## src/rau_pkg.sv

```systemverilog
`timescale 1ns / 1ps
// ----------------------------------------------------------------------------
// rau_pkg
// Shared codes, field widths and types of the rational arithmetic unit.
// ----------------------------------------------------------------------------
package rau_pkg;

	localparam int CMD_W     = 2;
	localparam int RES_NUM_W = 32;
	localparam int RES_DEN_W = 30;

	localparam logic [CMD_W-1:0] CMD_ADD = 2'd0;
	localparam logic [CMD_W-1:0] CMD_SUB = 2'd1;
	localparam logic [CMD_W-1:0] CMD_MUL = 2'd2;

	typedef struct packed {
		logic busy;
		logic done;
	} red_stat_t;

endpackage

```

## src/rau_in_if.sv

```systemverilog
`timescale 1ns / 1ps
// ----------------------------------------------------------------------------
// rau_in_if
// Request channel: opcode and two signed fractions, valid/ready handshake.
// ----------------------------------------------------------------------------
interface rau_in_if
	import rau_pkg::*;
#(
	parameter int OPERAND_WIDTH = 16
) ();

	logic                       valid;
	logic                       ready;
	logic [CMD_W-1:0]           cmd;
	logic [OPERAND_WIDTH-1:0]   a_num;
	logic [OPERAND_WIDTH-2:0]   a_den;
	logic [OPERAND_WIDTH-1:0]   b_num;
	logic [OPERAND_WIDTH-2:0]   b_den;

	modport source (output valid, cmd, a_num, a_den, b_num, b_den, input ready);
	modport sink   (input valid, cmd, a_num, a_den, b_num, b_den, output ready);

endinterface

```

## src/rau_out_if.sv

```systemverilog
`timescale 1ns / 1ps
// ----------------------------------------------------------------------------
// rau_out_if
// Result channel: reduced fraction and compare flags, valid/ready handshake.
// ----------------------------------------------------------------------------
interface rau_out_if
	import rau_pkg::*;
();

	logic                   valid;
	logic                   ready;
	logic [RES_NUM_W-1:0]   res_num;
	logic [RES_DEN_W-1:0]   res_den;
	logic                   is_equal;
	logic                   is_greater;
	logic                   is_less;
	logic                   bad_denominator;

	modport source (output valid, res_num, res_den, is_equal, is_greater, is_less,
		bad_denominator, input ready);
	modport sink   (input valid, res_num, res_den, is_equal, is_greater, is_less,
		bad_denominator, output ready);

endinterface

```

## src/rau_reduce.sv

```systemverilog
`timescale 1ns / 1ps
// ----------------------------------------------------------------------------
// rau_reduce
// Puts m/d in lowest terms: binary gcd by shift and subtract, then two
// restoring divisions by the gcd, one quotient bit per cycle. A zero m
// gives 0/1.
// ----------------------------------------------------------------------------
module rau_reduce
	import rau_pkg::*;
#(
	parameter int RW = 31
) (
	input  logic            clk,
	input  logic            arst_n,
	input  logic            start,
	input  logic [RW-1:0]   m,
	input  logic [RW-1:0]   d,
	output red_stat_t       stat,
	output logic [RW-1:0]   q_m,
	output logic [RW-1:0]   q_d
);

	localparam int KW = $clog2(RW);

	typedef enum logic [3:0] {
		R_IDLE = 4'b0001,
		R_GCD  = 4'b0010,
		R_DIV  = 4'b0100,
		R_DONE = 4'b1000
	} red_state_t;

	red_state_t       state_q;
	logic [RW-1:0]    u_q, v_q, g_q;
	logic [KW-1:0]    k_q, cnt_q;
	logic [RW-1:0]    rm_q, rd_q, qm_q, qd_q;

	logic [RW-1:0]    u_n, v_n, diff;
	logic [KW-1:0]    k_n;
	logic             u_ge_v;
	logic [2*RW-1:0]  step_m, step_d;

	function automatic logic [2*RW-1:0] div_step(input logic [RW-1:0] rem,
		input logic [RW-1:0] dvd, input logic [RW-1:0] dsr);
		logic [RW:0] trial;
		logic [RW:0] sub;
		trial = {rem, dvd[RW-1]};
		sub   = trial - {1'b0, dsr};
		if (trial >= {1'b0, dsr}) begin
			return {sub[RW-1:0], dvd[RW-2:0], 1'b1};
		end else begin
			return {trial[RW-1:0], dvd[RW-2:0], 1'b0};
		end
	endfunction

	always_comb begin
		u_ge_v = (u_q >= v_q);
		diff   = u_ge_v ? (u_q - v_q) : (v_q - u_q);
		u_n    = u_q;
		v_n    = v_q;
		k_n    = k_q;
		if (!u_q[0] && !v_q[0]) begin
			u_n = u_q >> 1;
			v_n = v_q >> 1;
			k_n = k_q + KW'(1);
		end else if (!u_q[0]) begin
			u_n = u_q >> 1;
		end else if (!v_q[0]) begin
			v_n = v_q >> 1;
		end else if (u_ge_v) begin
			u_n = diff >> 1;
		end else begin
			v_n = diff >> 1;
		end
	end

	assign step_m = div_step(rm_q, qm_q, g_q);
	assign step_d = div_step(rd_q, qd_q, g_q);

	always_ff @(posedge clk or negedge arst_n) begin
		if (!arst_n) begin
			state_q <= R_IDLE;
		end else begin
			case (state_q)
				R_IDLE: begin
					if (start) begin
						state_q <= (m == '0) ? R_DONE : R_GCD;
					end
				end
				R_GCD: begin
					if (u_q == '0) begin
						state_q <= R_DIV;
					end
				end
				R_DIV: begin
					if (cnt_q == '0) begin
						state_q <= R_DONE;
					end
				end
				R_DONE: state_q <= R_IDLE;
				default: state_q <= R_IDLE;
			endcase
		end
	end

	always_ff @(posedge clk) begin
		case (state_q)
			R_IDLE: begin
				if (start) begin
					u_q   <= m;
					v_q   <= d;
					k_q   <= '0;
					rm_q  <= '0;
					rd_q  <= '0;
					cnt_q <= KW'(RW - 1);
					qm_q  <= m;
					qd_q  <= (m == '0) ? RW'(1) : d;
				end
			end
			R_GCD: begin
				if (u_q == '0) begin
					g_q <= v_q << k_q;
				end else begin
					u_q <= u_n;
					v_q <= v_n;
					k_q <= k_n;
				end
			end
			R_DIV: begin
				{rm_q, qm_q} <= step_m;
				{rd_q, qd_q} <= step_d;
				cnt_q        <= cnt_q - KW'(1);
			end
			default: ;
		endcase
	end

	assign stat.busy = (state_q != R_IDLE);
	assign stat.done = (state_q == R_DONE);
	assign q_m       = qm_q;
	assign q_d       = qd_q;

	a_done_den_nonzero: assert property (@(posedge clk) disable iff (!arst_n)
		stat.done |-> (qd_q != '0))
		else $error("reduced denominator is zero");

	a_gcd_v_nonzero: assert property (@(posedge clk) disable iff (!arst_n)
		(state_q == R_GCD) |-> (v_q != '0))
		else $error("gcd operand collapsed to zero");

	a_start_from_idle: assert property (@(posedge clk) disable iff (!arst_n)
		(state_q == R_DONE) |=> (state_q == R_IDLE))
		else $error("reduction did not return to idle");

endmodule

```

## src/rational_arith_unit_top.sv

```systemverilog
`timescale 1ns / 1ps
// ----------------------------------------------------------------------------
// rational_arith_unit_top
// Adds, subtracts or multiplies two signed fractions and returns the result
// in lowest terms, with equal/greater/less flags and a zero-denominator flag.
// ----------------------------------------------------------------------------
// One request at a time. Each operand is reduced, the four cross products
// are formed on one multiplier, and the result is reduced again, all three
// reductions on one shared gcd/divide unit (one shift-subtract or one
// quotient bit per cycle, 2*OPERAND_WIDTH-1 bits wide). The gcd takes fewer steps
// for small values, so these finish sooner; a zero denominator skips all
// reductions and goes straight to the result.
// The result waits in an output register, so the next request is taken
// while it is still held.
// ----------------------------------------------------------------------------
module rational_arith_unit_top
	import rau_pkg::*;
#(
	parameter int OPERAND_WIDTH = 16
) (
	input  logic        clk,
	input  logic        arst_n,
	rau_in_if.sink      in_ch,
	rau_out_if.source   out_ch
);

	localparam int W   = OPERAND_WIDTH;
	localparam int RW  = 2 * W - 1;
	localparam int NXW = (2 * W > RES_NUM_W) ? 2 * W : RES_NUM_W;
	localparam int DXW = (RW > RES_DEN_W) ? RW : RES_DEN_W;

	localparam logic [1:0] MS_PA  = 2'd0;
	localparam logic [1:0] MS_PB  = 2'd1;
	localparam logic [1:0] MS_DEN = 2'd2;
	localparam logic [1:0] MS_PN  = 2'd3;

	typedef enum logic [9:0] {
		ST_IDLE = 10'b0000000001,
		ST_RA   = 10'b0000000010,
		ST_WA   = 10'b0000000100,
		ST_RB   = 10'b0000001000,
		ST_WB   = 10'b0000010000,
		ST_MUL  = 10'b0000100000,
		ST_SUM  = 10'b0001000000,
		ST_RR   = 10'b0010000000,
		ST_WR   = 10'b0100000000,
		ST_EMIT = 10'b1000000000
	} state_t;

	state_t                  state_q;
	logic [CMD_W-1:0]        cmd_q;
	logic [W-1:0]            an_q, bn_q;
	logic [W-2:0]            ad_q, bd_q, xd_q, yd_q;
	logic                    bad_q;
	logic signed [W-1:0]     xn_q, yn_q;
	logic [1:0]              step_q;
	logic signed [2*W-1:0]   pa_q, pb_q, pn_q, num_q;
	logic [RW-1:0]           den_q;
	logic                    eq_q, gt_q, lt_q;

	logic                    ov_q;
	logic [RES_NUM_W-1:0]    onum_q;
	logic [RES_DEN_W-1:0]    oden_q;
	logic                    oeq_q, ogt_q, olt_q, obad_q;

	logic [W-1:0]            a_mag, b_mag;
	logic [2*W-1:0]          num_abs;
	logic signed [W-1:0]     mul_x, mul_y;
	logic signed [2*W-1:0]   prod;
	logic signed [2*W-1:0]   rn;
	logic signed [NXW-1:0]   rn_ext;
	logic [DXW-1:0]          rd_ext;
	logic                    red_start;
	logic [RW-1:0]           red_m, red_d, red_qm, red_qd;
	red_stat_t               red_stat;
	logic                    out_free;

	assign a_mag   = an_q[W-1] ? -an_q : an_q;
	assign b_mag   = bn_q[W-1] ? -bn_q : bn_q;
	assign num_abs = num_q[2*W-1] ? -num_q : num_q;

	always_comb begin
		red_start = 1'b0;
		red_m     = '0;
		red_d     = '0;
		case (state_q)
			ST_RA: begin
				red_start = 1'b1;
				red_m     = RW'(a_mag);
				red_d     = RW'(ad_q);
			end
			ST_RB: begin
				red_start = 1'b1;
				red_m     = RW'(b_mag);
				red_d     = RW'(bd_q);
			end
			ST_RR: begin
				red_start = 1'b1;
				red_m     = num_abs[RW-1:0];
				red_d     = den_q;
			end
			default: ;
		endcase
	end

	rau_reduce #(
		.RW (RW)
	) u_reduce (
		.clk    (clk),
		.arst_n (arst_n),
		.start  (red_start),
		.m      (red_m),
		.d      (red_d),
		.stat   (red_stat),
		.q_m    (red_qm),
		.q_d    (red_qd)
	);

	always_comb begin
		case (step_q)
			MS_PA: begin
				mul_x = xn_q;
				mul_y = {1'b0, yd_q};
			end
			MS_PB: begin
				mul_x = yn_q;
				mul_y = {1'b0, xd_q};
			end
			MS_DEN: begin
				mul_x = {1'b0, xd_q};
				mul_y = {1'b0, yd_q};
			end
			default: begin
				mul_x = xn_q;
				mul_y = yn_q;
			end
		endcase
	end

	assign prod = mul_x * mul_y;

	assign rn       = num_q[2*W-1] ? -{1'b0, red_qm} : {1'b0, red_qm};
	assign rn_ext   = NXW'(rn);
	assign rd_ext   = DXW'(red_qd);
	assign out_free = !ov_q || out_ch.ready;

	always_ff @(posedge clk or negedge arst_n) begin
		if (!arst_n) begin
			state_q <= ST_IDLE;
		end else begin
			case (state_q)
				ST_IDLE: begin
					if (in_ch.valid) begin
						state_q <= ((in_ch.a_den == '0) || (in_ch.b_den == '0)) ? ST_EMIT : ST_RA;
					end
				end
				ST_RA: state_q <= ST_WA;
				ST_WA: begin
					if (red_stat.done) begin
						state_q <= ST_RB;
					end
				end
				ST_RB: state_q <= ST_WB;
				ST_WB: begin
					if (red_stat.done) begin
						state_q <= ST_MUL;
					end
				end
				ST_MUL: begin
					if (step_q == MS_PN) begin
						state_q <= ST_SUM;
					end
				end
				ST_SUM: state_q <= ST_RR;
				ST_RR: state_q <= ST_WR;
				ST_WR: begin
					if (red_stat.done) begin
						state_q <= ST_EMIT;
					end
				end
				ST_EMIT: begin
					if (out_free) begin
						state_q <= ST_IDLE;
					end
				end
				default: state_q <= ST_IDLE;
			endcase
		end
	end

	always_ff @(posedge clk) begin
		case (state_q)
			ST_IDLE: begin
				if (in_ch.valid) begin
					cmd_q <= in_ch.cmd;
					an_q  <= in_ch.a_num;
					ad_q  <= in_ch.a_den;
					bn_q  <= in_ch.b_num;
					bd_q  <= in_ch.b_den;
					bad_q <= (in_ch.a_den == '0) || (in_ch.b_den == '0);
				end
			end
			ST_WA: begin
				xn_q <= an_q[W-1] ? -red_qm[W-1:0] : red_qm[W-1:0];
				xd_q <= red_qd[W-2:0];
			end
			ST_WB: begin
				yn_q   <= bn_q[W-1] ? -red_qm[W-1:0] : red_qm[W-1:0];
				yd_q   <= red_qd[W-2:0];
				step_q <= MS_PA;
			end
			ST_MUL: begin
				case (step_q)
					MS_PA:   pa_q  <= prod;
					MS_PB:   pb_q  <= prod;
					MS_DEN:  den_q <= prod[RW-1:0];
					default: pn_q  <= prod;
				endcase
				step_q <= step_q + 2'd1;
			end
			ST_SUM: begin
				case (cmd_q)
					CMD_ADD: num_q <= pa_q + pb_q;
					CMD_SUB: num_q <= pa_q - pb_q;
					CMD_MUL: num_q <= pn_q;
					default: num_q <= pn_q;
				endcase
				eq_q <= (xn_q == yn_q) && (xd_q == yd_q);
				gt_q <= (pa_q > pb_q);
				lt_q <= (pa_q < pb_q);
			end
			default: ;
		endcase
	end

	always_ff @(posedge clk or negedge arst_n) begin
		if (!arst_n) begin
			ov_q <= 1'b0;
		end else if ((state_q == ST_EMIT) && out_free) begin
			ov_q <= 1'b1;
		end else if (out_ch.ready) begin
			ov_q <= 1'b0;
		end
	end

	always_ff @(posedge clk) begin
		if ((state_q == ST_EMIT) && out_free) begin
			if (bad_q) begin
				onum_q <= '0;
				oden_q <= '0;
				oeq_q  <= 1'b0;
				ogt_q  <= 1'b0;
				olt_q  <= 1'b0;
				obad_q <= 1'b1;
			end else begin
				onum_q <= rn_ext[RES_NUM_W-1:0];
				oden_q <= rd_ext[RES_DEN_W-1:0];
				oeq_q  <= eq_q;
				ogt_q  <= gt_q;
				olt_q  <= lt_q;
				obad_q <= 1'b0;
			end
		end
	end

	assign in_ch.ready            = (state_q == ST_IDLE);
	assign out_ch.valid           = ov_q;
	assign out_ch.res_num         = onum_q;
	assign out_ch.res_den         = oden_q;
	assign out_ch.is_equal        = oeq_q;
	assign out_ch.is_greater      = ogt_q;
	assign out_ch.is_less         = olt_q;
	assign out_ch.bad_denominator = obad_q;

	a_ready_unit_idle: assert property (@(posedge clk) disable iff (!arst_n)
		in_ch.ready |-> !red_stat.busy)
		else $error("request taken while reduction unit busy");

	a_flags_exclusive: assert property (@(posedge clk) disable iff (!arst_n)
		out_ch.valid |-> !(out_ch.is_greater && out_ch.is_less))
		else $error("greater and less both set");

	a_equal_no_order: assert property (@(posedge clk) disable iff (!arst_n)
		(out_ch.valid && out_ch.is_equal) |-> (!out_ch.is_greater && !out_ch.is_less))
		else $error("equal operands reported as ordered");

	a_bad_zero_result: assert property (@(posedge clk) disable iff (!arst_n)
		(out_ch.valid && out_ch.bad_denominator) |->
		((out_ch.res_den == '0) && (out_ch.res_num == '0)))
		else $error("zero denominator with nonzero result");

endmodule

```

## src/flat_wrapper.sv

```systemverilog
// flat-port wrapper written by rule: the top's interface ports become plain ports
module rational_arith_unit_top_flat import rau_pkg::*;
#(
	parameter int OPERAND_WIDTH = 16
)
  (clk, arst_n, in_ch_valid, in_ch_cmd, in_ch_a_num, in_ch_a_den, in_ch_b_num, in_ch_b_den, in_ch_ready, out_ch_valid, out_ch_res_num, out_ch_res_den, out_ch_is_equal, out_ch_is_greater, out_ch_is_less, out_ch_bad_denominator, out_ch_ready);
  rau_in_if #(.OPERAND_WIDTH(OPERAND_WIDTH)) in_ch_i ();
  rau_out_if out_ch_i ();
  input  logic clk;
  input  logic arst_n;
  input wire logic [$bits(in_ch_i.valid)-1:0] in_ch_valid;
  input wire logic [$bits(in_ch_i.cmd)-1:0] in_ch_cmd;
  input wire logic [$bits(in_ch_i.a_num)-1:0] in_ch_a_num;
  input wire logic [$bits(in_ch_i.a_den)-1:0] in_ch_a_den;
  input wire logic [$bits(in_ch_i.b_num)-1:0] in_ch_b_num;
  input wire logic [$bits(in_ch_i.b_den)-1:0] in_ch_b_den;
  output wire logic [$bits(in_ch_i.ready)-1:0] in_ch_ready;
  output wire logic [$bits(out_ch_i.valid)-1:0] out_ch_valid;
  output wire logic [$bits(out_ch_i.res_num)-1:0] out_ch_res_num;
  output wire logic [$bits(out_ch_i.res_den)-1:0] out_ch_res_den;
  output wire logic [$bits(out_ch_i.is_equal)-1:0] out_ch_is_equal;
  output wire logic [$bits(out_ch_i.is_greater)-1:0] out_ch_is_greater;
  output wire logic [$bits(out_ch_i.is_less)-1:0] out_ch_is_less;
  output wire logic [$bits(out_ch_i.bad_denominator)-1:0] out_ch_bad_denominator;
  input wire logic [$bits(out_ch_i.ready)-1:0] out_ch_ready;
  assign in_ch_i.valid = in_ch_valid;
  assign in_ch_i.cmd = in_ch_cmd;
  assign in_ch_i.a_num = in_ch_a_num;
  assign in_ch_i.a_den = in_ch_a_den;
  assign in_ch_i.b_num = in_ch_b_num;
  assign in_ch_i.b_den = in_ch_b_den;
  assign in_ch_ready = in_ch_i.ready;
  assign out_ch_valid = out_ch_i.valid;
  assign out_ch_res_num = out_ch_i.res_num;
  assign out_ch_res_den = out_ch_i.res_den;
  assign out_ch_is_equal = out_ch_i.is_equal;
  assign out_ch_is_greater = out_ch_i.is_greater;
  assign out_ch_is_less = out_ch_i.is_less;
  assign out_ch_bad_denominator = out_ch_i.bad_denominator;
  assign out_ch_i.ready = out_ch_ready;
  rational_arith_unit_top #(.OPERAND_WIDTH(OPERAND_WIDTH)) u_core (.clk(clk), .arst_n(arst_n), .in_ch(in_ch_i), .out_ch(out_ch_i));
endmodule
```

## config.mk

```make
export PLATFORM = sky130hd
export DESIGN_NAME = rational_arith_unit_top_flat
export DESIGN_NICKNAME = d
export VERILOG_FILES = /design/src/rau_pkg.sv /design/src/rau_in_if.sv /design/src/rau_out_if.sv /design/src/rau_reduce.sv /design/src/rational_arith_unit_top.sv /design/src/flat_wrapper.sv
export SDC_FILE = /design/constraint.sdc
export NUM_CORES = 2
export LEC_CHECK = 0
export ABC_CLOCK_PERIOD_IN_PS = 9500
export BUFFER_PORTS_ARGS = -buffer_cell sky130_fd_sc_hd__buf_4
export CORE_ASPECT_RATIO = 1.2
export CORE_MARGIN = 2
export CORE_UTILIZATION = 37
export DETAILED_ROUTE_END_ITERATION = 8
export GPL_TIMING_DRIVEN = 0
export PLACE_DENSITY = 0.53
export SLEW_MARGIN = 40
export SYNTH_ARGS = -nofsm -noshare
export SYNTH_HDL_FRONTEND = slang
export SYNTH_SLANG_ARGS = --single-unit
```

## constraint.sdc

```tcl
create_clock -name clk -period 9.5 [get_ports clk]
set_input_delay 0.475 -clock clk [delete_from_list [all_inputs] [get_ports clk]]
set_output_delay 0.475 -clock clk [all_outputs]
set_load 0.01 [all_outputs]
```

[Word level (Yosys, flattened, before mapping)]
Index checks and enable logic that the tools add are counted.
Storage, ports and cells
  register bits: 599
  input bits: 68
  word-level logic and storage cells: 194
Cells by class
  add/subtract/negate cells: 14
  multipliers: 1
  magnitude comparators: 5
  equality and inequality tests: 35
  shift operators: 1
  multiplexer cells: 59
  bitwise gates (word level): 2
  reductions and logical operators: 37
Operators with widths (count)
  $mux 31: 18
  $pmux 31 s2: 6
  $pmux 31 s3: 2
  $mux 62: 2
  $sub 31x31->31: 4
  $pmux 10 s10: 1
  $mux 10: 7
  $ge 32x31->1: 2
  $mux 16: 4
  $pmux 16 s2: 2
  $pmux 32 s2: 1
  $logic_not 31->1: 2
  $neg 16->16: 3
  $add 32x32->32: 1
  $gt 32x32->1: 1
  $lt 32x32->1: 1
  $mul 16x16->32: 1
  $neg 31->32: 1
  $sub 32x32->32: 1
  $ge 31x31->1: 1
  $neg 31->31: 1
  $shl 31x5->31: 1
  $logic_not 15->1: 2
  $mux 5: 4
  other kinds (44): 85

[Logic depth before layout (Yosys ltp)]
  word-level depth: 8
  gate-level depth with buffers: 34
  depth with buffers taken out: 30

[Modules after synthesis]
Synthesis repeated with hierarchy kept, for this count alone.
Second synthesis, totals
  cell total of the unflattened synthesis: 5022
  area, all modules: 48247.5 um^2
By module, submodules not included
  rational_arith_unit_top: times used 1, cells an instance 2824, area each 29165.5 um^2, sequential area each 10996.8 um^2
  rau_reduce: times used 1, cells an instance 2198, area each 19082.1 um^2, sequential area each 6917.9 um^2

[Least setup slack after synthesis]
OpenSTA, ideal clock, no wires.
  kind: register to register
  start: register u_core.step_q[0]
  end: register u_core.den_q[30] (data pin)
  arrival: 7690 ps
  required time: 9228 ps
  setup slack: 1538 ps
  stages on the path, launching flop included: 31
  clock period less this slack: 7962 ps
  path through: edfxtp_1 -> inv_1 -> ha_1 -> clkbuf_1 -> or2_2 -> clkbuf_1 -> clkbuf_1 -> a22oi_1 -> o21ai_1 -> nand2_1 -> fa_1 -> fa_1 -> fa_1 -> fa_1 -> inv_1 -> fa_1 -> inv_1 -> fa_1 -> inv_1 -> ha_1 -> and3_1 -> clkbuf_1 -> a221o_1 -> a221oi_1 -> a21boi_0 -> o211a_1 -> a311oi_1 -> nor3_1 -> o21bai_1 -> a21oi_1 -> xnor2_1
On the way
  word-level cells in the longest chain between the ends: 4
  elaborated cells on any way between the ends: 7
Ends and longest elaborated chain
  from (decl): line rational_arith_unit_top.sv:56  | logic [1:0] step_q;
  from (signal assigned): line rational_arith_unit_top.sv:219  | step_q <= step_q + 2'd1;
  $eq 2x2->1 / $logic_not 2->1 (equally long branches): line rational_arith_unit_top.sv:120  | case (step_q)
  $reduce_or 2->1 (no source line)
  $pmux 16 s2: line rational_arith_unit_top.sv:120
  $mul 16x16->32 *: line rational_arith_unit_top.sv:140  | assign prod = mul_x * mul_y;
  via u_core.prod[30]: line rational_arith_unit_top.sv:69  | logic signed [2*W-1:0] prod;
  to (signal assigned): line rational_arith_unit_top.sv:216  | MS_DEN: den_q <= prod[RW-1:0];
  to (decl): line rational_arith_unit_top.sv:58  | logic [RW-1:0] den_q;
The timed path passes the listed nets; every way through them passes the cells marked *.
A chain may end at the register's enable or synchronous reset.

[Final worst setup path]
  start: register u_core.step_q[0]
  end: register u_core.pn_q[31] (data pin)
On the way
  word-level cells in the longest chain between the ends: 4
  elaborated cells on any way between the ends: 7
Ends and longest elaborated chain
  $eq 2x2->1 / $logic_not 2->1 (equally long branches): line rational_arith_unit_top.sv:120
  $reduce_or 2->1 (no source line)
  $pmux 16 s2: line rational_arith_unit_top.sv:120
  $mul 16x16->32 *: line rational_arith_unit_top.sv:140
  via u_core.prod[31]: line rational_arith_unit_top.sv:69
  to (signal assigned): line rational_arith_unit_top.sv:217  | default: pn_q <= prod;
  to (decl): line rational_arith_unit_top.sv:57  | logic signed [2*W-1:0] pa_q, pb_q, pn_q, num_q;
Marked as above.

==> flow_summary.yaml <==
pwr:
  clkPwrFrac_pct: 15.2
  p_leak_nw: 22.1
  pwr-share-comb_pct: 59.9
  swShare_pct: 48.8
  seqPwrFrac_pct: 24.9
  p_sw_mw: 9.26
  worst_ir_drop_vdd_mv: 0.579
  power_density_mw_per_mm2: 349
  intPower_mw: 9.72
logic_synthesis:
  synth-compound-area-share_pct: 15.3
  yosysTopAreaCellShare_pct: 37.2
  syn_nets: 5445
  yosysUniqueCellTypes: 86
  synth_edf_count: 584
  yosysSeqAreaShare_pct: 38.0
  synth_mux_area_share_pct: 2.25
  async_flop_share_pct: 2.50
  synth-seq-cells: 599
  synthesis.area_sq_mm: 0.0472
  synth_fa_ha_area_share_pct: 18.8
  yosys.area_share.simple_pct: 14.1
  yosys.area.top_type: "edfxtp_1"
  synth_cells: 4827
  syn_area_per_cell_sq_um: 9.78
  synth_ff_type: "edfxtp_1"
  synthXorXnorAreaFrac_pct: 5.59
  synth_warnings: 0
  synth_area_leaders: "edfxtp_1 37%, fa_1 11%, ha_1 7.5%"
  synth_top_family_by_area: "adder cells"
setup_path:
  slowest_delay_ns: 0.58
  cp_common_cell: "fa_1"
  crit_path_end_kind: "flop"
  worstSetupPathType: "flop to flop"
  critical_path_required_ns: 9.90
  crit_fanout: 10
  cp.arrival_ns: 9.44
  critPathSlowestCell: "fa_1"
  critPathLaunchType: "flop"
die:
  initial_core_util_pct: 37.3
  design.core.area_sq_mm: 0.127
  ios: 136
  rows: 143
  die_area_sq_mm: 0.130
  dieHeight_microns: 395
  fp.dieW_microns: 330
cts:
  clk_pin_slew_worst_paths_ns: 0.06
  cts_root_buf: "clkbuf_16"
  insertion_delay_ns: 0.68
  clkSinkCount: 599
  cts_buffers: 71
  ctsHtreeMaxLevel: 3
  cts_max_path_buffers: 3
  cts_tree: "built"
placed_design:
  dpl.hpwl_mm: 132
  gp_congestion: 0.968
  dpl_worst_slack_ns: -0.875
  io_buffers: 135
  dpl.cell_count: 6678
  placed_area_sq_mm: 0.0512
grt:
  grt_max_degree: 43
  antenna_found_initial: 7
  grt_overflow_total: 0
  grt_usage_pct: 25.2
  grt_pass1_wl_mm: 244
  grt_pass1_vias: 37900
timing:
  period_share_pct: 95.2
  slew_headroom_pct: 32.3
  timing.final.ws_setup_ns: 0.459
  fmax_mhz: 111
  rsz0062_at_grt: "no"
  worst_slew_pin_slew_ns: 1.00
  finalSetupViolations: 0
  slew_viol_final: 0
  finalHoldViolations: 0
  clock_skew_ns: 0.0408
  fin_crit_ns: 9.04
layout:
  design_area_sq_mm: 0.0544
  drive_gt1_share_pct: 8.69
  instances_no_fill: 6871
  area_growth_pct: 15.2
  fin_nets: 5763
route:
  num_vias: 38300
  drt-vias-per-instance: 5.58
  drt_iter0_markers: 3481
  final_antenna_net_count: 0
  drt_wl_total_mm: 165
  first_pass_iters: 9
  drc: 28
  wl_per_cell_microns: 24.1
run_status:
  violations: "DRC"
  status: "complete, but fails checks"
flow_run:
  drv_cap: 0
worst_hold_path:
  hold_class: "primary input to flop"
layout by cell type, fill, tap and decap left out, drive strengths merged, types with 68 or more instances in the layout:
cell / netlist / final
nand2: 424 / 424
nor3: 76 / 76
a21oi: 321 / 321
fa: 268 / 268
xor2: 112 / 112
clkbuf: 206 / 290
ha: 282 / 282
nand3: 68 / 68
mux2i: 69 / 69
buf: 37 / 219
nor2: 484 / 484
a21o: 98 / 98
xnor2: 189 / 189
inv: 506 / 512
o21ai: 197 / 197
edfxtp: 584 / 584
per-layer routing:
layer / track usage (%) / up-vias / wire length, microns
li1: - / 17600 / -
met1: 31.9 / 19000 / 66800
met2: 42.4 / 1341 / 80100
met3: 3.36 / 333 / 9670
met4: 12.1 / 4 / 8890
met5: 0 / - / 26
metrics by stage:
| stage | util [%] | hold WS (ns) | TNS, ns | total power [mW] |
|---|---|---|---|---|
| 5_1_grt | 42.9 | 0.0282 | 0 | 20.1 |
| 6_report | 42.9 | 0.0564 | 0 | 19.0 |
| 4_1_cts | 42.8 | 0.00522 | 0 | 19.1 |
| 2_1_floorplan | - | 0.179 | 0 | 11.1 |
| 3_3_place_gp | 39.7 | 0.373 | -26.11 | 15.6 |
| 3_5_place_dp | 40.4 | 0.369 | -19.26 | 16.0 |
sequential cells by signal, summed over array words and instances (netlist names), 32 cells and up:
| name | count |
|---|---|
| u_core.pn_q | 32 |
| u_core.num_q | 32 |
| u_core.pa_q | 32 |
| u_core.out_ch.res_num | 32 |
| u_core.pb_q | 32 |
final cells by class:
cell class                      instances  area [sq um]
Buffer                                240           936
Antenna cell                            4          10.0
Sequential cell                       599         17900
Multi-Input combinational cell       3478         26900
Clock inverter                         45           544
Tap cell                             1667          2090
Inverter                              507          1900
Fill cell                           12400         72300
Clock buffer                           83          1860
Timing Repair Buffer                  248          2210
logic make-up after synthesis:
family	Yosys count
AO/OA/AOI/OAI	1098
XOR/XNOR	301
adder cells (fa/ha/maj)	550
buffers and inverters	750
flip-flops	599
multiplexers	93
AND/OR/NAND/NOR	1436
critical path: cells and delay by family (launching register included):
kind	cells	cell delay, ns
AO/OA/AOI/OAI	9	2.47
AND/OR/NAND/NOR	5	0.95
XOR/XNOR	1	0.28
buffers and inverters	8	0.96
adder cells (fa/ha/maj)	8	3.63
flip-flops	1	0.45
cell usage after synthesis, types with 19 or more instances:
| master | n |
|---|---|
| buf_1 | 27 |
| a21o_1 | 98 |
| nand2_1 | 424 |
| edfxtp_1 | 584 |
| a21oi_1 | 321 |
| o41ai_1 | 25 |
| o21a_1 | 42 |
| nor4_1 | 42 |
| inv_1 | 503 |
| o21ai_0 | 190 |
| o22ai_1 | 20 |
| xor2_1 | 112 |
| and3_1 | 32 |
| a31oi_1 | 32 |
| a222oi_1 | 19 |
| o21bai_1 | 42 |
| or2_2 | 23 |
| nand4_1 | 38 |
| mux2i_1 | 69 |
| nor2_1 | 484 |
| a221oi_1 | 51 |
| a211oi_1 | 28 |
| o211ai_1 | 23 |
| and2_1 | 26 |
| fa_1 | 268 |
| clkbuf_1 | 206 |
| a22oi_1 | 40 |
| nand3_1 | 68 |
| nor3_1 | 76 |
| xnor2_1 | 189 |
| o31ai_1 | 60 |
| ha_1 | 282 |
| or3_1 | 51 |
| nand2b_1 | 48 |
| nor2b_1 | 61 |
final timing paths:
path                                                           end                      startpoint  depth (start not counted)  slack, ns
max                                      u_core.pn_q[31]$_DFFE_PP_  u_core.step_q[0]$_SDFFCE_PN0P_                         31       0.46
min                                      u_core.ad_q[12]$_DFFE_PP_                 in_ch_a_den[12]                          1       0.06
max reg2reg                              u_core.pn_q[31]$_DFFE_PP_  u_core.step_q[0]$_SDFFCE_PN0P_                         31       0.46
min reg2reg                u_core.out_ch.bad_denominator$_DFFE_PP_          u_core.bad_q$_DFFE_PP_                          0       0.49
max in group asynchronous   u_core.u_reduce.state_q[0]$_DFFE_PN1P_                          arst_n                          2       8.98
min in group asynchronous          u_core.out_ch.valid$_DFFE_PN0P_                          arst_n                          2       0.23
what timing repair did:
action,in CTS,in global routing
endpoints found under the setup margin,43,32
hold buffers,62,0
buffers inserted,0,1
resized for setup,14,25
hold endpoints to repair,76,0
pin swaps,0,1
power groups by stage:
stage	Clock, mW	Sequential [mW]	Combinational (mW)
floorplan	0	4.59	6.49
global route	3.04	4.75	12.3
CTS	2.94	4.71	11.4
finish	2.89	4.73	11.4
global placement	0	4.83	10.7
detailed placement	0	4.77	11.2
(Power assumes the default switching activity.)
